**src/design/kwc_pkg.sv**
```systemverilog
package kwc_pkg;

  // build defaults
  localparam int unsigned MaxWordDef   = 9;
  localparam int unsigned CountBitsDef = 32;
  localparam int unsigned TagBitsDef   = 16;

  // configuration register
  localparam int unsigned             WordSizeBits  = 4;
  localparam logic [WordSizeBits-1:0] WordSizeReset = 4'd9;

  // base characters
  localparam int unsigned         BaseBits  = 8;
  localparam logic [BaseBits-1:0] CharUpA   = 8'h41;
  localparam logic [BaseBits-1:0] CharLowA  = 8'h61;
  localparam logic [BaseBits-1:0] CharUpG   = 8'h47;
  localparam logic [BaseBits-1:0] CharLowG  = 8'h67;
  localparam logic [BaseBits-1:0] CharUpC   = 8'h43;
  localparam logic [BaseBits-1:0] CharLowC  = 8'h63;
  localparam logic [BaseBits-1:0] CharUpT   = 8'h54;
  localparam logic [BaseBits-1:0] CharLowT  = 8'h74;

  // 2-bit base codes
  localparam logic [1:0] CodeA = 2'h0;
  localparam logic [1:0] CodeG = 2'h1;
  localparam logic [1:0] CodeC = 2'h2;
  localparam logic [1:0] CodeT = 2'h3;

  // depth of the small queues between the parts
  localparam int unsigned QueueDepth = 4;

  // back end sequencing
  typedef enum logic {
    BkClear,
    BkRun
  } back_state_e;

endpackage

```
**src/design/kwc_fifo.sv**
```systemverilog
module kwc_fifo import kwc_pkg::*; #(
  parameter int unsigned Width = 8,
  parameter int unsigned Depth = QueueDepth
) (
  input  logic             clk_i,
  input  logic             rst_ni,
  input  logic             push_i,
  input  logic [Width-1:0] wdata_i,
  output logic             full_o,
  input  logic             pop_i,
  output logic [Width-1:0] rdata_o,
  output logic             empty_o
);

  localparam int unsigned PtrBits = (Depth > 1) ? $clog2(Depth) : 1;
  localparam logic [PtrBits-1:0] LastPtr = PtrBits'(Depth - 1);

  logic [Width-1:0]   store_q [Depth];
  logic [PtrBits-1:0] wr_ptr_q, wr_ptr_d;
  logic [PtrBits-1:0] rd_ptr_q, rd_ptr_d;
  logic [PtrBits:0]   count_q, count_d;
  logic               do_push, do_pop;

  // handshake qualification
  assign full_o  = (count_q == (PtrBits + 1)'(Depth));
  assign empty_o = (count_q == '0);
  assign do_push = push_i && !full_o;
  assign do_pop  = pop_i && !empty_o;
  assign rdata_o = store_q[rd_ptr_q];

  // pointer and fill count update
  always_comb begin
    wr_ptr_d = wr_ptr_q;
    rd_ptr_d = rd_ptr_q;
    count_d  = count_q;
    if (do_push) begin
      wr_ptr_d = (wr_ptr_q == LastPtr) ? '0 : wr_ptr_q + 1'b1;
    end
    if (do_pop) begin
      rd_ptr_d = (rd_ptr_q == LastPtr) ? '0 : rd_ptr_q + 1'b1;
    end
    if (do_push && !do_pop) begin
      count_d = count_q + 1'b1;
    end else if (do_pop && !do_push) begin
      count_d = count_q - 1'b1;
    end
  end

  always_ff @(posedge clk_i or negedge rst_ni) begin
    if (!rst_ni) begin
      wr_ptr_q <= '0;
      rd_ptr_q <= '0;
      count_q  <= '0;
    end else begin
      wr_ptr_q <= wr_ptr_d;
      rd_ptr_q <= rd_ptr_d;
      count_q  <= count_d;
    end
  end

  // word storage
  always_ff @(posedge clk_i) begin
    if (do_push) begin
      store_q[wr_ptr_q] <= wdata_i;
    end
  end

endmodule

```
**config.mk**
```make
export PLATFORM = sky130hd
export DESIGN_NAME = kwc_fifo
export DESIGN_NICKNAME = d
export VERILOG_FILES = /design/src/design/kwc_pkg.sv /design/src/design/kwc_fifo.sv
export SDC_FILE = /design/constraint.sdc
export NUM_CORES = 1
export LEC_CHECK = 0
export BUFFER_PORTS_ARGS = -buffer_cell sky130_fd_sc_hd__buf_2
export CORE_UTILIZATION = 60
export DETAILED_ROUTE_END_ITERATION = 10
export PLACE_DENSITY = 0.85
export SETUP_SLACK_MARGIN = 0.1
export SLEW_MARGIN = 20
export SYNTH_ARGS = -nofsm -noshare
export SYNTH_HDL_FRONTEND = slang
export SYNTH_SLANG_ARGS = --single-unit
```
**constraint.sdc**
```tcl
create_clock -name clk_i -period 4.3 [get_ports clk_i]
set_input_delay 0.86 -clock clk_i [delete_from_list [all_inputs] [get_ports clk_i]]
set_output_delay 0.86 -clock clk_i [all_outputs]
set_load 0.03 [all_outputs]
```
Word level (Yosys, flattened, before mapping) --
Memories as Yosys holds them, arrays and structs flattened. Cells that the tools add are included.
Word-level totals: flip-flop bits (word level) 7, RAM bits 32, bits of input ports 12, word-level logic and storage cells 27, memories kept 1
Memories:
- store_q | depth 4, width 8, read ports 1, clocked after Yosys merged registers in 0, write ports 1, RTL line kwc_fifo.sv:18 | logic [Width-1:0] store_q [Depth];
Operators by class: $add $sub $neg 4, eq/ne operators 3, multiplexer cells 6, reduce and logical (&&, ||, !) cells 10
Operators by type and width (count):
- $mux 3 | 2
- $add 2x1->2 const B | 2
- $eq 2x2->1 const B | 2
- $logic_and 1x1->1 | 4
- $logic_not 1->1 | 4
- $mux 2 | 2
- $add 3x1->3 const B | 1
- $eq 3x3->1 const B | 1
- $logic_not 3->1 | 1
- $sub 3x1->3 const B | 1
- $mux 1 | 2
- $reduce_bool 2->1 | 1

Longest topological paths before layout --
Gate-level depths: netlist (run 1).
word-level depth 7, gate-level depth with buffers 9, depth with buffers taken out 8

Worst setup path before layout (run 1) --
Ideal clock, no wire load.
kind register to register, from register count_q[0], to register count_q[2], arrival time 2460 ps, required time 4221 ps, setup slack 1761 ps, cell stages (with the launch flop) 9, buffers on the path 0, cells stage by stage dfrtp_1 > nor3_1 > nand2b_4 > ha_1 > inv_1 > fa_1 > xor2_1 > nor2_1 > xor2_1
On the way: cells in the longest elaborated chain, start to end 6
RTL lines:
- start, declared | RTL line kwc_fifo.sv:21 | logic [PtrBits:0] count_q, count_d;
- start signal, assigned | RTL line kwc_fifo.sv:57 | count_q <= count_d;
- $logic_not 3->1 (*) | RTL line kwc_fifo.sv:26 | assign empty_o = (count_q == '0);
- named net empty_o | RTL line kwc_fifo.sv:12 | output logic empty_o
- $logic_not 1->1 (*) | RTL line kwc_fifo.sv:28 | assign do_pop = pop_i && !empty_o;
- $logic_and 1x1->1 (*) | RTL line kwc_fifo.sv:28
- $logic_not 1->1 | RTL line kwc_fifo.sv:42 | if (do_push && !do_pop) begin
- $logic_and 1x1->1 | RTL line kwc_fifo.sv:42
- $mux 3 / $reduce_bool 2->1 (equally long branches)
The timed path passes the listed nets; every way through them passes the cells marked *. The select of a mux whose other input is x is not followed. A chain may end at the register's enable or synchronous reset.

Worst setup path in the final report (run 1) --
from register rd_ptr_q[0], to output rdata_o[4]
On the way: cells in the longest elaborated chain, start to end 1
RTL lines:
- start, declared | RTL line kwc_fifo.sv:20 | logic [PtrBits-1:0] rd_ptr_q, rd_ptr_d;
- start signal, assigned | RTL line kwc_fifo.sv:56 | rd_ptr_q <= rd_ptr_d;
- $mem_v2 4x8
- end, declared | RTL line kwc_fifo.sv:11 | output logic [Width-1:0] rdata_o,
Every way passes these cells.

==> results.env, run 1 <==
PWR-SHARE-SEQ_PCT=48.4
NUMCTSBUFFERS=5
SYNTH_ENABLE_FLOP_CELLS=32
YS_SEQ_ELEMENTS=39
R2R_CELLS=8
ANTENNA_CELLS=0
DIEHEIGHT_UM=54.0
CLK_PIN_SLEW_NS=0.10
GRT_OVERFLOW_TOTAL=0
SWITCHING_SHARE_PCT=36.1
POST-SYNTH-TOP-AREA-CELL='edfxtp_1'
FIN_TNS_SETUP_NS=0
SYNTH_CELLS=79
CP-START-KIND='flip-flop'
POWER.COMBINATIONAL.FRACTION_PCT=38.3
CTS_TREE='yes'
SETUP_REPAIR_AFTER_GLOBAL_ROUTING_MISSED_ITS_MARGIN='false'
ACTUAL_SLEW_AT_THE_WORST_MAX_SLEW_PIN_NS=0.557
CRITICAL-PATH-SLOWEST-CELL='dfrtp_1'
CLOCK_SINK_COUNT=39
POST_SYNTH.CELL_AREA_AVG_UM2=20.5
VIAS=758
POWER_SWITCHING_uW=446
WORST-ENDPOINT-REQUIRED_NS=3.44
FIN_WORST_SKEW_NS=0.00325
DIE_AREA_UM2=2910
CTS.REPAIR_TIMING.SETUP_BUFFER_COUNT=0
POWER.INTERNAL_uW=791
MAX_STAGE_DELAY_NS=0.71
DIE-WIDTH_UM=54.0
CRIT_ARRIVAL_NS=1.81
IR_DROP_uV=455
VIAS_IN_THE_FIRST_GLOBAL_ROUTE=764
NUMBER_OF_I_O_PORT_BUFFERS=21
STD_CELL_ROWS=18
CORE_REGION_AREA_UM2=2520
POST_SYNTH_INSTANCE_AREA_UM2=1620
ANTENNA_VIOLATING_NETS_POST_ROUTE=0
POWERDENSITY_nW_PER_UM2=691
SYNTH_FLOP_CELL='edfxtp_1'
DETAIL_ROUTE.WIRELENGTH_UM=2330
CRITPATHMAXFANOUT=11
NETLIST.AREA_LEADER.SHARE_PCT=59.3
WORSTSKEWPAIRLATENCY_NS=0.33
DRT_PASS1_ITERATIONS=4
SYNTH-SEQ-AREA-SHARE_PCT=70.1
POSTCTSRESIZEDCELLS=0
FINALSETUPVIOLCOUNT=0
LAYOUT_OVERHEAD_ON_THE_SYNTHESIZED_AREA_PCT=10.6
YOSYS_WARNINGS=0
WORST-SETUP-PATH-TYPE='reg -> out'
FINAL_HOLD_VIOLS=0
FINAL_CYCLE_UTILIZATION_OF_THE_CRITICAL_PATH_PCT=62.1
CRIT_PATH_END_KIND='output port'
SYNTH.AREA.TOP_CELLS='edfxtp_1 (59%), mux4_2 (11%), dfrtp_1 (11%)'
WIRE_PER_INST_UM=17.2
GRT_MAX_DEGREE=12
FINALWEIGHTEDCONGESTION=0.644
SYNTHTOPCELLSBYCOUNT='edfxtp_1 (32), mux4_2 (8), dfrtp_1 (7)'
YOSYSUNIQUECELLTYPES=19
POST-ROUTE-DRC-COUNT=0
WORST_SLEW_MARGIN_REL_PCT=62.9
POWER.LEAKAGE_uW=0.000681
PLACEDINSTANCEAREA_UM2=1740
CLOCK_TREE.ROOT_CELL='clkbuf_4'
HOLD_BUFFERS_POST_CTS=0
CTS_MAX_PATH_BUFFERS=2
LAYOUT.CELL_AREA.NON_FILLER_UM2=1790
DESIGN.FINAL.NETS=123
YOSYSMOSTFREQUENTCELL='edfxtp_1'
SLEW_VIOLATIONS=0
MAX_CAP_VIOLATIONS=0
MAPPEDNETLISTNETS=98
INITIAL_CELL_DENSITY_OF_THE_CORE_PCT=64.2
CRITICAL_PATH.REG2REG.STARTPOINT='count_q[2]'
PATH_CELLS='mux4_2 > buf_2'
WORST-R2R-SETUP-SLACK_NS=2.20
HP-CLASS='in -> async'
FINALCRITICALPERIOD_NS=2.67
ASYNCSETRESETFLOPFRACSYNTH_PCT=17.9
GR-USAGE-ALL-LAYERS_PCT=20.0
CLOCK.FMAX_GHz=0.374
DRTITER0DRC=14
GRT_ANTENNA_BEFORE_REPAIR=0
DRIVE_ABOVE_1_SHARE_PCT=43.8
IOS=22
GRT_FIRST_PASS_WIRELENGTH_UM=3520
PWR-SHARE-CLK_PCT=13.3
CTS.HTREE.LEVELS=2
STATUS='finished clean'
RR_ENDPOINT='count_q[2]'
ROUTED_VIA_DENSITY=5.61
-- layout by cell type (no fill, tap or decap), drive strengths merged, types with 2 or more instances in the layout --
cell type / count
ha: 6
dfrtp: 7
buf: 21
mux4: 8
clkbuf: 6
edfxtp: 32
mux2: 5
clkinv: 2
and2: 4
inv: 3
nor2: 3
xor2: 2
-- sequential cells by signal, summed over array words and instances (netlist names) --
name / flops
store_q: 32
rd_ptr_q: 2
count_q: 3
wr_ptr_q: 2
-- worst max-delay path, delay by kind of cell (launching register included) --
kind | cells | cell delay [ns]
buffers and inverters | 1 | 0.19
flip-flops | 1 | 0.71
multiplexers | 1 | 0.58
-- worst max path at each step --
stage                     start          to  slack (ns)  cells past startpoint
global placement         push_i  count_q[2]        1.92                      8
floorplan            count_q[0]  count_q[2]        1.76                      8
finish              rd_ptr_q[0]  rdata_o[4]        1.63                      2
CTS                 rd_ptr_q[0]  rdata_o[4]        1.57                      2
detailed placement       push_i  count_q[2]        1.83                      8
global route        rd_ptr_q[0]  rdata_o[4]        1.48                      2
-- final cells by class --
cell class | instances | area [um^2]
clock buffers | 6 | 41.3
clock inverters | 2 | 7.51
fillers | 181 | 731
inverters | 3 | 11.3
multi-input cells | 34 | 453
flip-flops and latches | 39 | 1140
well taps | 30 | 37.5
repair buffers | 21 | 105
-- cell families (layout without fill, tap and decap cells) --
kind of cell | count (synthesis) | count (layout) | share of synthesized area [%]
mux | 13 | 13 | 15.1
flops | 39 | 39 | 70.1
simple gates | 11 | 11 | 5.41
fa+ha+maj | 7 | 7 | 5.87
buf+inv | 6 | 32 | 1.93
xor+xnor | 3 | 3 | 1.62
-- per-layer routing --
metal / GRT usage [%] / vias up / wire length, um
li1: - / 351 / -
met1: 21.6 / 379 / 910
met2: 32.5 / 23 / 1270
met3: 8.47 / 5 / 100
met4: 11.8 / 0 / 47
met5: 0 / - / 0
-- power groups by stage --
| stage | combinational (uW) | sequential [uW] | clock [uW] |
|---|---|---|---|
| 2_1_floorplan | 418 | 559 | 0 |
| 3_3_place_gp | 463 | 604 | 0 |
| 3_5_place_dp | 479 | 613 | 0 |
| 4_1_cts | 481 | 604 | 172 |
| 5_1_grt | 520 | 617 | 184 |
| 6_report | 474 | 599 | 165 |
-- per-stage QoR --
step	std cells	setup WS (ns)	utilization, %	hold slack (ns)	power, uW
finish	135	1.63	71.0	0.347	1240
global route	135	1.48	71.0	0.326	1320
CTS	135	1.57	71.0	0.333	1260
detailed placement	127	1.83	69.1	0.488	1090
global placement	127	1.92	69.1	0.479	1070
floorplan	79	1.76	-	0.464	977
No activity file was read; power rests on OpenSTA's default activity.
==> run 2: changes to the inputs <==
--- a/config.mk
+++ b/config.mk
@@ -6,9 +6,9 @@
 export NUM_CORES = 1
 export LEC_CHECK = 0
 export BUFFER_PORTS_ARGS = -buffer_cell sky130_fd_sc_hd__buf_2
-export CORE_UTILIZATION = 60
+export CORE_UTILIZATION = 55
 export DETAILED_ROUTE_END_ITERATION = 10
-export PLACE_DENSITY = 0.85
+export PLACE_DENSITY = 0.79
 export SETUP_SLACK_MARGIN = 0.1
 export SLEW_MARGIN = 20
 export SYNTH_ARGS = -nofsm -noshare
==> constraint.sdc (replaced) <==
create_clock -name clk_i -period 2.5 [get_ports clk_i]
set_input_delay 0.5 -clock clk_i [delete_from_list [all_inputs] [get_ports clk_i]]
set_output_delay 0.5 -clock clk_i [all_outputs]
set_load 0.03 [all_outputs]
==> results.env, run 2 (synthesis gave the netlist of run 1 again) <==
WORSTSKEWPAIRLATENCY_NS=0.33  # about the same
REG.LARGEST.LIST='store_q x32, count_q x3'
DIE-WIDTH_UM=56.3  # +4.3%
ESTIMATED_WIRELENGTH_OF_THE_DETAIL_PLACED_DESIGN_UM=1630
ACTUAL_SLEW_AT_THE_WORST_MAX_SLEW_PIN_NS=0.422  # -0.134 ns
GRT_ANTENNA_BEFORE_REPAIR=0  # unchanged
CLOCK_SINK_COUNT=39  # unchanged
WORST-R2R-SETUP-SLACK_NS=0.47  # -1.73 ns
HP-START='wdata_i[6]'
CTS.REPAIR_TIMING.SETUP_BUFFER_COUNT=0  # unchanged
ANTENNA_VIOLATING_NETS_POST_ROUTE=0  # unchanged
VIAS_IN_THE_FIRST_GLOBAL_ROUTE=868  # +14%
POWER.INTERNAL_uW=1380  # +74%
POWERDENSITY_nW_PER_UM2=1190  # +72%
IR_DROP_uV=913  # +100%
CLOCK.FMAX_GHz=0.468
FIN_TNS_SETUP_NS=0  # unchanged
FINAL_CELL_MIX='edfxtp_1 (32), buf_2 (21), mux4_2 (8), ha_1 (6), dfrtp_1 (6)'
CRIT_PATH_END_KIND='output port'
SETUP_REPAIR_AFTER_GLOBAL_ROUTING_MISSED_ITS_MARGIN='false'
CP_TOP_FAMILY='flip-flops'
MAX_STAGE_DELAY_NS=0.58  # -0.13 ns
PATH_CELLS='mux4_2 > buf_2'
GR-USAGE-ALL-LAYERS_PCT=18.4  # -1.6 points
DIE_AREA_UM2=3170  # +8.7%
POST-PLACE-WS_NS=0.453  # -1.38 ns
CLOCK_TREE.ROOT_CELL='clkbuf_4'
STD_CELL_ROWS=19  # +1
LARGEST_REG_FLOPS=32  # unchanged
IOS=22  # unchanged
CRITPATHMAXFANOUT=11  # unchanged
FINALCRITICALPERIOD_NS=2.14
CTS_TREE='yes'
CP-START-KIND='flip-flop'
FIN_WORST_SKEW_NS=0.00501  # +0.00176 ns
STATUS='finished clean'
PWR-SHARE-CLK_PCT=13.7  # +0.4 points
VIAS=763  # +0.66%
CP_NUM_CELLS=2  # unchanged
FINALWEIGHTEDCONGESTION=0.666  # +3.4%
NUMBER_OF_I_O_PORT_BUFFERS=21  # unchanged
DIEHEIGHT_UM=56.3  # +4.3%
ANTENNA_CELLS=0  # unchanged
POST-ROUTE-DRC-COUNT=0  # unchanged
CTS_MAX_PATH_BUFFERS=2  # unchanged
MAX_FLOP_REGISTER='store_q'
CLK_PIN_SLEW_NS=0.10  # about the same
DRT_PASS1_ITERATIONS=3  # -1
MAX_CAP_VIOLATIONS=0  # unchanged
DRIVE_ABOVE_1_SHARE_PCT=45.3  # +1.5 points
HP-CLASS='in -> reg'
WORST-SETUP-PATH-TYPE='reg -> out'
PATH_BUF_INV=1  # unchanged
CRITICAL_PATH.REG2REG.STARTPOINT='count_q[2]'
NUMCTSBUFFERS=5  # unchanged
DETAIL_ROUTE.WIRELENGTH_UM=2390  # +2.5%
GRT_FIRST_PASS_WIRELENGTH_UM=4010  # +14%
POWER.LEAKAGE_uW=0.000684  # +0.49%
DRTITER0DRC=8  # -6
FINAL_CYCLE_UTILIZATION_OF_THE_CRITICAL_PATH_PCT=85.5
CTS.HTREE.LEVELS=2  # unchanged
POWER.COMBINATIONAL.FRACTION_PCT=37.9  # -0.4 points
MIN_PATH_CELLS=1
SLEW_VIOLATIONS=0  # unchanged
LAYOUT_COMMONEST_CELL='edfxtp_1'
DESIGN.FINAL.NETS=124  # +0.81%
FINALSETUPVIOLCOUNT=0  # unchanged
ROUTED_VIA_DENSITY=5.57  # -0.81%
PWR-SHARE-SEQ_PCT=48.4  # about the same
CRITICAL-PATH-SLOWEST-CELL='dfrtp_2'
R2R_CELLS=8  # unchanged
POST-ROUTE-UTIL_PCT=65.0  # -6.0 points
WIRE_PER_INST_UM=17.4  # +1.0%
SWITCHING_SHARE_PCT=36.0  # about the same
LAYOUT_OVERHEAD_ON_THE_SYNTHESIZED_AREA_PCT=11.7
FINAL_HOLD_VIOLS=0  # unchanged
POWER_SWITCHING_uW=776  # +74%
CRITICAL_PATH.STARTPOINT='rd_ptr_q[0]'
INITIAL_CELL_DENSITY_OF_THE_CORE_PCT=58.3  # -6.0 points
GRT_OVERFLOW_TOTAL=0  # unchanged
WORST_SLEW_MARGIN_REL_PCT=71.9  # +9.0 points
CORE_REGION_AREA_UM2=2780  # +10%
WORST-ENDPOINT-REQUIRED_NS=2.00  # -1.44 ns
FIN_WS_NS=0.362  # -1.27 ns
CRIT_ARRIVAL_NS=1.64  # -0.17 ns
GRT_MAX_DEGREE=12  # unchanged
-- run 2: cell count changes in the layout (fill, tap and decap cells not counted), sizes merged --
cell,previous run,this run
clkbuf,6,8
clkinv,2,0
dlygate4sd3,0,1
-- run 2: path summary, 6_finish.rpt --
kind                                 end
max                           rdata_o[5]
min                        store_q[2][6]
max reg2reg                   count_q[2]
min reg2reg                   count_q[2]
max in group asynchronous    rd_ptr_q[0]
min in group asynchronous    rd_ptr_q[1]
-- run 2: cell type report --
type                            count  area [um^2]
Inverter                            3         11.3
Fill cell                         198          972
Sequential cell                    39         1140
Multi-Input combinational cell     34          458
Timing Repair Buffer               22          115
Tap cell                           31         38.8
Clock buffer                        8         48.8
-- run 2: power groups by stage --
stage / sequential, uW / combinational [uW] / clock, uW
3_3_place_gp: 1050 / 801 / 0
2_1_floorplan: 965 / 721 / 0
6_report: 1040 / 817 / 294
3_5_place_dp: 1060 / 831 / 0
4_1_cts: 1040 / 836 / 303
5_1_grt: 1070 / 890 / 330
-- run 2: routing by layer --
| metal | part of all wire (%) | GRT usage, % | vias up |
|---|---|---|---|
| met5 | 0 | 0 | - |
| met4 | 2.6 | 12.2 | 0 |
| met3 | 4.0 | 5.53 | 8 |
| met2 | 53 | 30.8 | 18 |
| met1 | 41 | 20.2 | 384 |
| li1 | - | - | 353 |
-- run 2: metrics by stage --
step / hold slack, ns / area [um^2] / total power, uW / instances
finish: 0.382 / 1810 / 2150 / 137
detailed placement: 0.351 / 1750 / 1890 / 128
global route: 0.353 / 1810 / 2290 / 137
global placement: 0.342 / 1750 / 1850 / 128
floorplan: 0.204 / 1630 / 1690 / 79
CTS: 0.362 / 1810 / 2180 / 137
-- run 2: what timing repair did --
action                                  CTS  global route
resized for setup                         0             1
hold buffers                              1             0
endpoints found under the setup margin    0             8
endpoints found under the hold margin     7             0
