--- config.mk ---
export PLATFORM = sky130hd
export DESIGN_NAME = kwc_front
export DESIGN_NICKNAME = d
export VERILOG_FILES = /design/src/design/kwc_pkg.sv /design/src/design/kwc_front.sv
export SDC_FILE = /design/constraint.sdc
export NUM_CORES = 1
export LEC_CHECK = 0
export BUFFER_PORTS_ARGS = -buffer_cell sky130_fd_sc_hd__buf_2
export CAP_MARGIN = 20
export CELL_PAD_IN_SITES_DETAIL_PLACEMENT = 1
export CELL_PAD_IN_SITES_GLOBAL_PLACEMENT = 2
export CORE_MARGIN = 2
export CORE_UTILIZATION = 37
export CTS_BUF_LIST = sky130_fd_sc_hd__clkbuf_8
export CTS_CLUSTER_SIZE = 40
export DETAILED_ROUTE_END_ITERATION = 8
export PLACE_DENSITY_LB_ADDON = 0.1
export SYNTH_ARGS = -nofsm -noshare
export SYNTH_HDL_FRONTEND = slang
export SYNTH_SLANG_ARGS = --single-unit
--- constraint.sdc ---
create_clock -name clk_i -period 4.6 [get_ports clk_i]
set_clock_uncertainty 0.1 [all_clocks]
set_input_delay 0.46 -clock clk_i [delete_from_list [all_inputs] [get_ports clk_i]]
set_output_delay 0.46 -clock clk_i [all_outputs]
set_load 0.01 [all_outputs]
--- src/design/kwc_pkg.sv ---
package kwc_pkg;

  // build defaults
  localparam int unsigned MaxWordDef   = 9;
  localparam int unsigned CountBitsDef = 32;
  localparam int unsigned TagBitsDef   = 16;

  // configuration register
  localparam int unsigned             WordSizeBits  = 4;
  localparam logic [WordSizeBits-1:0] WordSizeReset = 4'd9;

  // base characters
  localparam int unsigned         BaseBits  = 8;
  localparam logic [BaseBits-1:0] CharUpA   = 8'h41;
  localparam logic [BaseBits-1:0] CharLowA  = 8'h61;
  localparam logic [BaseBits-1:0] CharUpG   = 8'h47;
  localparam logic [BaseBits-1:0] CharLowG  = 8'h67;
  localparam logic [BaseBits-1:0] CharUpC   = 8'h43;
  localparam logic [BaseBits-1:0] CharLowC  = 8'h63;
  localparam logic [BaseBits-1:0] CharUpT   = 8'h54;
  localparam logic [BaseBits-1:0] CharLowT  = 8'h74;

  // 2-bit base codes
  localparam logic [1:0] CodeA = 2'h0;
  localparam logic [1:0] CodeG = 2'h1;
  localparam logic [1:0] CodeC = 2'h2;
  localparam logic [1:0] CodeT = 2'h3;

  // depth of the small queues between the parts
  localparam int unsigned QueueDepth = 4;

  // back end sequencing
  typedef enum logic {
    BkClear,
    BkRun
  } back_state_e;

endpackage

--- src/design/kwc_front.sv ---
module kwc_front import kwc_pkg::*; #(
  parameter int unsigned MaxWord = MaxWordDef,
  parameter int unsigned TagBits = TagBitsDef
) (
  input  logic                    clk_i,
  input  logic                    rst_ni,
  input  logic                    cfg_we_i,
  input  logic [WordSizeBits-1:0] cfg_wdata_i,
  input  logic                    accept_i,
  input  logic [BaseBits-1:0]     base_i,
  input  logic                    segment_start_i,
  output logic                    req_valid_o,
  output logic [2*MaxWord-1:0]    req_kmer_o,
  output logic [TagBits-1:0]      req_tag_o
);

  localparam int unsigned CodeBits = 2 * MaxWord;
  localparam int unsigned FillBits = $clog2(MaxWord + 1);
  localparam logic [WordSizeBits-1:0] MaxWordW = WordSizeBits'(MaxWord);
  localparam logic [FillBits-1:0]     MaxFill  = FillBits'(MaxWord);

  logic [WordSizeBits-1:0] word_size_q;
  logic [CodeBits-1:0]     window_q, window_d;
  logic [MaxWord-1:0]      purine_q, purine_d, purine_sh;
  logic [FillBits-1:0]     fill_q, fill_d, fill_base, fill_next;
  logic [TagBits-1:0]      seg_q, seg_d, seg_inc, seg_open;
  logic                    start;
  logic [1:0]              code;
  logic                    pur;
  logic [WordSizeBits-1:0] w_sat, w_eff;
  logic [WordSizeBits:0]   w_twice;
  logic [CodeBits-1:0]     kmer_mask;
  logic                    fill_ok;

  // base decode
  always_comb begin
    code = CodeA;
    pur  = 1'b0;
    unique case (base_i) inside
      CharUpA, CharLowA: begin
        code = CodeA;
        pur  = 1'b1;
      end
      CharUpG, CharLowG: begin
        code = CodeG;
        pur  = 1'b1;
      end
      CharUpC, CharLowC: code = CodeC;
      CharUpT, CharLowT: code = CodeT;
      default: begin
        code = CodeA;
        pur  = 1'b0;
      end
    endcase
  end

  // segment open: first base ever also opens one, tag skips zero
  assign start    = segment_start_i || (seg_q == '0);
  assign seg_inc  = seg_q + 1'b1;
  assign seg_open = (seg_inc == '0) ? TagBits'(1) : seg_inc;

  // window shift and fill count
  always_comb begin
    fill_base = start ? '0 : fill_q;
    fill_next = (fill_base < MaxFill) ? FillBits'(fill_base + 1'b1) : fill_base;
    window_d  = CodeBits'({window_q, code});
    purine_d  = MaxWord'({purine_q, pur});
    seg_d     = start ? seg_open : seg_q;
    fill_d    = fill_q;
    if (cfg_we_i) begin
      fill_d = '0;
    end else if (accept_i) begin
      fill_d = fill_next;
    end
  end

  // effective word length: zero as one, clamp to max, even rounded down
  always_comb begin
    w_sat = (word_size_q == '0) ? WordSizeBits'(1) : word_size_q;
    if (w_sat > MaxWordW) begin
      w_sat = MaxWordW;
    end
    w_eff   = w_sat[0] ? w_sat : w_sat - 1'b1;
    w_twice = {w_eff, 1'b0};
  end

  // window full and central base a purine
  assign kmer_mask = ~({CodeBits{1'b1}} << w_twice);
  assign purine_sh = purine_d >> (w_eff >> 1);
  assign fill_ok   = (WordSizeBits'(fill_next) >= w_eff);

  assign req_valid_o = accept_i && fill_ok && purine_sh[0];
  assign req_kmer_o  = window_d & kmer_mask;
  assign req_tag_o   = seg_d;

  always_ff @(posedge clk_i or negedge rst_ni) begin
    if (!rst_ni) begin
      word_size_q <= WordSizeReset;
      window_q    <= '0;
      purine_q    <= '0;
      fill_q      <= '0;
      seg_q       <= '0;
    end else begin
      fill_q <= fill_d;
      if (cfg_we_i) begin
        word_size_q <= cfg_wdata_i;
      end
      if (accept_i) begin
        window_q <= window_d;
        purine_q <= purine_d;
        seg_q    <= seg_d;
      end
    end
  end

endmodule

======== Word-level counts from Yosys, hierarchy flattened ========
Cells that the tools add are included.
storage, ports and cells
  bits in registers ....................... 48
  logic and storage cells ................. 45
operators by class
  add/subtract/negate cells ............... 3
  magnitude comparators ................... 3
  eq/ne operators ......................... 8
  shifts and indexed selects .............. 2
  muxes and demuxes ....................... 11
  bitwise operators ....................... 2
  reductions and logical operators ........ 11
operator list
  cell                     count
  $eq A8 B7 Y1 const B     8
  $logic_not A16 Y1        2
  $mux W16                 2
  $mux W4                  7
  $and A18 B18 Y18         1
  $not A18 Y18             1
  $shl A18 B5 Y18 const A  1
  $add A16 B1 Y16 const B  1
  $shr A9 B3 Y1            1
  $pmux W2 S3              1
  $reduce_or A2 Y1         3
  $add A4 B1 Y4 const B    1
  $ge A4 B4 Y1             1
  $gt A4 B4 Y1 const B     1
  $logic_not A4 Y1         1
  $lt A4 B4 Y1 const B     1
  $reduce_or A4 Y1         1
  $sub A4 B1 Y4 const B    1
  $logic_and A1 B1 Y1      2
  $reduce_bool A2 Y1       1
  $logic_or A1 B1 Y1       1
  $mux W1                  1

======== Longest topological paths before layout ========
Gate-level depths: netlist of run 1.
  word-level depth ........................ 9
  mapped depth ............................ 15

======== Least setup slack after synthesis of run 1 ========
OpenSTA, ideal clock, no wires.
  path type ............................... reg2out
  from .................................... register seg_q[0]
  to ...................................... output port req_valid_o
  arrival ................................. 3.282 ns
  setup slack ............................. 0.758 ns
  stages on the path, launching flop included .. 16
  path buffers ............................ 1
  cell sequence ........................... dfrtp_1 inv_1 ha_1 nor4b_2 a41oi_4 buf_2 nand2_1 ha_1 inv_1 o21ai_0 nor2_2 mux2_4 ha_1 o21a_1 o31ai_1 a221oi_1
between the ends
  cells in the longest elaborated chain, start to end .. 8
  elaborated cells between the ends (all ways) .. 9
  those cells by class .................... add/sub (1); order compare (2); mux (2); reduce/logical (4)
ends and longest elaborated chain
  element                                               line              text
  start, declared                                       kwc_front.sv:26   logic [TagBits-1:0] seg_q, seg_d, seg_inc, seg_open;
  start signal, assigned                                kwc_front.sv:111  seg_q <= seg_d;
  $logic_not A16 Y1 (*)                                 kwc_front.sv:58   assign start = segment_start_i || (seg_q == '0);
  $logic_or A1 B1 Y1 (*)                                kwc_front.sv:58
  $mux W4 (*)                                           kwc_front.sv:64   fill_base = start ? '0 : fill_q;
  $add A4 B1 Y4 / $lt A4 B4 Y1 (equally long branches)  kwc_front.sv:65   fill_next = (fill_base < MaxFill) ? FillBits'(fill_base + 1'b1) : fill_base;
  $mux W4 (*)                                           kwc_front.sv:65
  $ge A4 B4 Y1 (*)                                      kwc_front.sv:90   assign fill_ok = (WordSizeBits'(fill_next) >= w_eff);
  $logic_and A1 B1 Y1 (*) (2 in a row)                  kwc_front.sv:92   assign req_valid_o = accept_i && fill_ok && purine_sh[0];
  end, declared                                         kwc_front.sv:12   output logic req_valid_o,
Every way passes the cells marked *; elsewhere a longest branch is shown, timed or not.

======== Worst setup path after layout of run 1 ========
Same ends and word-level chain as after synthesis.

==> impl_results.md, run 1 <==
* Hold Slack at around 0.14 ns
* Post-synthesis simple-gate area fraction at 22.9%
* First-pass DRT Iterations at 4
* # IOs at 52
* Critical path type: register to primary output
* Yosys Warn Count at 0
* Vias in the first global route at approximately 2700
* Gate Count Post-Synth at 335
* Clk network pwr share at between 20% and 30%
* Synth top area cells: dfrtp_1 35%, mux2_2 9.0%, xnor2_1 6.5%
* Seq/Total Area, Yosys at between 30 and 40%
* Hold Buf Count CTS at 0
* Post-CTS sizing at 0
* Switching portion of total power at between 30% and 40%
* RSZ-0062 raised after global routing: no
* Synthesis-to-finish area growth at 12.0%
* Post-synthesis adder-cell area fraction at between 2 and 3%
* Clock Latency Late Sink at 0.30 ns
* Reg-to-Reg End: fill_q[1]
* Top-count cell post-synth: dfrtp_1
* Leakage at ~1.7 nW
* Arrival time at the worst endpoint at 3.60 ns
* VDD IR max at 0.130 mV
* Die Ht at between 90 and 100 µm
* CP startpoint kind: register
* Yosys top cell area share at 34.7%
* DP HPWL at between 5000 and 6000 µm
* Pin count of the biggest net entering global routing at between 40 and 50
* CTS tree: yes
* DRC Markers at 0
* Sequential cell area at approximately 0.0012 mm²
* Post-synthesis mux area share at 9.50%
* Post-CTS Setup Repair Bufs at 0
* Area of the multi-input gates at 0.00190 mm²
* Commonest cells post-synth: 45 x dfrtp_1, 26 x mux2_2, 24 x nand2_1, 24 x xnor2_1
* Asr flop ratio synth at 100%
* Endpoint type of the worst setup path: primary output
* Distinct cell type count after synthesis at 65
* Power density cells at approximately 340 mW/mm²
* Placed Area at around 0.0035 mm²
* Netlist Area Pre-Place at between 0.003 and 0.004 mm²
* Setup Viol. Count Final at 0
* Dominant cell type by area after synthesis: dfrtp_1
* Comb pwr share at 29.1%
* Reg power frac at ~45%
* First-pass GRT wire length at between 10000 and 15000 µm
* NetSw at about 0.00044 W
* Initial Util at 37.7%
* CP max stage cell: dfrtp_1
* CTS buffer count at 5
* Worst R2R Start: seg_q[0]
* Prevailing post-synth register cell: dfrtp_1
* # rows at 34
* Int Power at around 0.00078 W
* RePlAce Congestion at between 0.7 and 0.8
* Initial antenna violation count at 0
* Clk slew on worst S/H paths at around 0.1 ns
* ANT cells at 0
* Hold Crit Class: input port to asynchronous set/reset pin
* Post-Synth XOR/XNOR Area at slightly above 10%
* Outcome: completed
* Max Transition Viols Final at 0
* Total gr overflow at 0
* Cell family with most CP delay: compound AO/OA/AOI/OAI gates
* Final instance area at 0.00363 mm²
* H-tree levels at 2
* Post-synth EDFFs at 0
* Max cap viols at 0
* Fraction of layout cells with a size suffix above 1 at 28.8%
* Antenna Violating Nets Remaining at 0
* Post-synthesis area per instance at about 9.7 µm²
* Worst EP required at just over 4 ns
* Nets at 394
* Post-DR vias/cell at 5.44
* Total negative setup slack at 0 ns
* Clk root buf: clkbuf_8
* Final period util at around nine tenths
* Worst-path cell chain: inv_1, ha_1, nor4b_2, a41oi_4, nand2_1, ha_1, inv_1, o21ai_1, nor2_2, mux2_4, ha_1, o21a_1, o31ai_1, a221oi_1, buf_2
* Pre-CTS setup slack at 0.672 ns
* Die area at 0.00952 mm²
* Flops & latches, synth at 47
* Largest family of logic cells by synthesized area: simple AND/OR/NAND/NOR gates
* Critical path peak fanout at 7
* Final Util at 42.2%
* R2r setup slk at 1.95 ns
* Core ar. at 0.00859 mm²
* Clk sinks at 47
* Peak Freq at approximately 240 MHz
* Max stage delay on crit path at about 0.48 ns
* Synth Area in Compound Gates at 13.1%
* Slew headroom at roughly 58%
* Tot GR Track Use at 17.4%
* Final Hold Vio Count at 0
* Min setup slack post-route at around 0.44 ns
* FF-to-FF path depth at 11
* Routed Wire Length at 7810 µm
* DR vias at approximately 2600
* Most used cell, CP: ha_1
* I/O Buffers at 50
* Clock Path Buffers at 2
* Critical path buffers and inverters at 3
* # fillers at approximately 1000
* Tightest Pin Transition at about 0.63 ns
* Post-DR wirelength/cell at roughly 16 µm
* Die Wd at 97.6 µm
* 1st-iter DRT viols at 95
* Period minus WS final at between 4 and 5 ns
* Syn nets at ~360
[per-stage QoR]
step / total power, W / std cells
2_1_floorplan: 0.000826 / 335
3_3_place_gp: 0.000919 / 471
3_5_place_dp: 0.000927 / 471
4_1_cts: 0.00125 / 479
5_1_grt: 0.00132 / 479
6_report: 0.00122 / 479
[power groups by stage]
| stage | registers [W] | clock network [W] | logic [W] |
|---|---|---|---|
| detailed placement | 0.000564 | 0 | 0.000363 |
| CTS | 0.000556 | 0.000326 | 0.000365 |
| floorplan | 0.000489 | 0 | 0.000336 |
| global route | 0.000569 | 0.000344 | 0.000407 |
| global placement | 0.000561 | 0 | 0.000358 |
| finish | 0.000555 | 0.000311 | 0.000356 |
[metal layers]
layer / global-route usage, % / routed length (µm)
met2: 31.6 / 4050
met5: 0 / 0
met3: 2.81 / 194
met4: 3.95 / 77
met1: 21.6 / 3500
[worst max path at each step]
stage,startpoint,end,slack (ns),cells after the start
2_1_floorplan,seg_q[0],req_valid_o,0.76,15
3_3_place_gp,seg_q[0],req_valid_o,0.71,15
3_5_place_dp,seg_q[0],req_valid_o,0.67,15
4_1_cts,seg_q[0],req_valid_o,0.30,15
5_1_grt,seg_q[0],req_valid_o,0.10,15
6_report,seg_q[0],req_valid_o,0.44,15
[registers in the layout, summed over array words and instances (netlist names)]
signal and cells:
word_size_q 4, window_q 16, fill_q 4, seg_q 16, purine_q 7
[kinds of logic after synthesis]
kind of cell / after synthesis
adder cells (fa/ha/maj): 7
AND/OR/NAND/NOR: 125
XOR/XNOR: 38
flip-flops: 47
multiplexers: 27
buffers and inverters: 34
AO/OA/AOI/OAI: 57
[layout make-up]
| class | count | area share [%] |
|---|---|---|
| well taps | 108 | 3.72 |
| repair buffers | 53 | 7.52 |
| multi-input cells | 254 | 52.2 |
| flip-flops and latches | 47 | 32.5 |
| clock inverters | 3 | 1.21 |
| inverters | 9 | 0.931 |
| clock buffers | 5 | 1.90 |
[placed cells by master (no fill, tap or decap), types with 3 or more instances in the layout]
| cell | n |
|---|---|
| and3_1 | 7 |
| a21oi_1 | 7 |
| o21ai_1 | 3 |
| mux2_2 | 26 |
| nand2b_1 | 5 |
| nor2_1 | 18 |
| inv_1 | 9 |
| dfrtp_1 | 45 |
| buf_2 | 50 |
| nand3_1 | 9 |
| and2_1 | 18 |
| xor2_1 | 14 |
| xnor2_1 | 24 |
| nor3b_1 | 5 |
| ha_1 | 7 |
| nand2_1 | 24 |
| a31oi_1 | 4 |
| nand4_1 | 7 |
| nor3_1 | 5 |
| clkbuf_8 | 5 |
| o21a_1 | 4 |
| buf_4 | 3 |
| a211oi_1 | 3 |
| o21ai_0 | 10 |
| nor2b_1 | 3 |
Power figures use the tool's default switching activity.
==> inputs of run 2 (changes only) <==
--- a/config.mk
+++ b/config.mk
@@ -9,7 +9,7 @@
 export CAP_MARGIN = 20
 export CELL_PAD_IN_SITES_DETAIL_PLACEMENT = 1
 export CELL_PAD_IN_SITES_GLOBAL_PLACEMENT = 2
-export CORE_MARGIN = 2
+export CORE_MARGIN = 8
 export CORE_UTILIZATION = 37
 export CTS_BUF_LIST = sky130_fd_sc_hd__clkbuf_8
 export CTS_CLUSTER_SIZE = 40
==> run 2 against run 1 <==
Non-clock buffer count stayed put. Core utilization is 0.28 points higher. Largest power group unchanged. Power is 5.3% higher. Highest routed layer unchanged. Critical path depth stayed put. Register-to-register slack worse by 0.13 ns. Maximum frequency is 2.9% lower. Hold slack better by 0.0042 ns. Combinational power hardly changed. First-iteration DRC count is 31% higher. Clock-buffer cell count stayed put.
==> impl_results.md, run 2 (synthesis gave the netlist of run 1 again) <==
* Clk slew on worst S/H paths at 0.10 ns
* # IOs at 52
* Reg-to-Reg End: fill_q[1]
* ANT cells at 0
* Worst R2R Start: seg_q[0]
* Endpoint type of the worst setup path: primary output
* RSZ-0062 raised after global routing: no
* Outcome: completed
* Routed Wire Length at approximately 8000 µm
* Pin count of the biggest net entering global routing at 48
* # rows at 34
* Die area at about 0.012 mm²
* DRC Markers at 0
* Clock Latency Late Sink at slightly above 0.3 ns
* Initial Util at 37.7%
* CTS buffer count at 5
* Worst EP required at 4.04 ns
* H-tree levels at 2
* # fillers at ~990
* Critical path peak fanout at 7
* CP startpoint kind: register
* Max Transition Viols Final at 0
* DR vias at roughly 2600
* Tot GR Track Use at between 10% and 20%
* Clock Path Buffers at 2
* Non-Filler Instances at around 480
* Post-DR wirelength/cell at between 15 and 20 µm
* Post-DR vias/cell at 5.45
* Most common cell after layout, fill and taps aside: buf_2
* Arrival time at the worst endpoint at 3.72 ns
* Max cap viols at 0
* Die Wd at between 100 and 150 µm
* First-pass GRT wire length at 13800 µm
* Core ar. at about 0.0086 mm²
* Sequential cell area at 0.00118 mm²
* Synthesis-to-finish area growth at 12.7%
* Hold Buf Count CTS at 0
* Final period util at roughly 93%
* Period minus WS final at ~4.3 ns
* First-pass DRT Iterations at 4
* FF-to-FF path depth at 11
* Initial antenna violation count at 0
* RePlAce Congestion at around 0.73
* Total gr overflow at 0
* DP HPWL at about 5900 µm
* CTS tree: yes
* I/O Buffers at 50
* Fraction of layout cells with a size suffix above 1 at between 20% and 30%
* 1st-iter DRT viols at 124
* Post-CTS Setup Repair Bufs at 0
* Die Ht at approximately 110 µm
* R2r setup slk at around 1.8 ns
* Nets at between 300 and 400
* Total negative setup slack at 0 ns
* # placed instances at ~470
* Final Util at between 40% and 50%
* Commonest cells after routing, fill and taps aside: 50 x buf_2, 45 x dfrtp_1, 26 x mux2_2
* Antenna Violating Nets Remaining at 0
* Peak Freq at ~230 MHz
* Final Hold Vio Count at 0
* Slew headroom at between 50 and 60%
* Hold Crit Class: input port to asynchronous set/reset pin
* VDD IR max at about 0.12 mV
* Largest registers: seg_q x16, window_q x16, purine_q x7
* Critical path type: register to primary output
* Setup Viol. Count Final at 0
* Clk sinks at between 40 and 50
* Power density cells at roughly 350 mW/mm²
* Post-CTS sizing at 0
* Clk root buf: clkbuf_8
* Tightest Pin Transition at about 0.63 ns
* Leakage at roughly 1.7 nW
* Vias in the first global route at 2785
* Area of the multi-input gates at 0.00190 mm²
[run 2: cell types whose count changed in the layout (fill, tap and decap cells not counted), sizes merged]
cell	previous run	this run
clkinv	2	0
bufinv	1	2
clkinvlp	0	1
[run 2: where the power goes]
| group | switching, W | internal (W) | total [W] |
|---|---|---|---|
| Clock | 0.000157 | 0.000217 | 0.000374 |
| Combinational | 0.000194 | 0.000163 | 0.000358 |
| Sequential | 0.000101 | 0.000454 | 0.000555 |
[run 2: critical path, cell delays in order (launching register included)]
cell and delay [ns]:
dfrtp_1 0.47, inv_1 0.15, ha_1 0.15, nor4b_2 0.35, a41oi_4 0.17, nand2_1 0.13
ha_1 0.16, inv_1 0.05, o21ai_0 0.37, nor2_2 0.09, mux2_4 0.32, ha_1 0.27
o21a_1 0.12, o31ai_1 0.07, a221oi_1 0.34, buf_2 0.20
[run 2: through the flow]
step | setup slack, ns | total power [W] | instance area [µm²] | hold WS [ns]
floorplan | 0.758 | 0.000826 | 3240 | 0.0644
global placement | 0.706 | 0.000923 | 3520 | 0.382
detailed placement | 0.644 | 0.000929 | 3520 | 0.396
CTS | 0.253 | 0.00131 | 3650 | 0.171
global route | 0.0870 | 0.00137 | 3650 | 0.215
finish | 0.316 | 0.00129 | 3650 | 0.146
[run 2: layer usage]
| metal | track usage (%) | up-vias | share of wire (%) |
|---|---|---|---|
| met5 | 0 | - | 0 |
| met4 | 3.57 | 0 | 1.2 |
| met3 | 2.52 | 8 | 2.9 |
| met2 | 24.5 | 36 | 50 |
| met1 | 17.4 | 1299 | 46 |
| li1 | - | 1267 | - |
[run 2: how the worst max path moves through the flow]
stage                  start           to  slack [ns]  depth (start not counted)
global placement    seg_q[0]  req_valid_o        0.71                         15
CTS                 seg_q[0]  req_valid_o        0.25                         15
detailed placement  seg_q[0]  req_valid_o        0.64                         15
finish              seg_q[0]  req_valid_o        0.32                         15
floorplan           seg_q[0]  req_valid_o        0.76                         15
global route        seg_q[0]  req_valid_o        0.09                         15
[run 2: layout make-up]
cell class                 instances  area share (%)
multi-input combinational        254            51.9
sequential                        47            32.3
timing repair buffer              53            7.47
tap                              108            3.70
clock buffer                       5            1.88
clock inverter                     3            1.85
inverter                           9           0.925
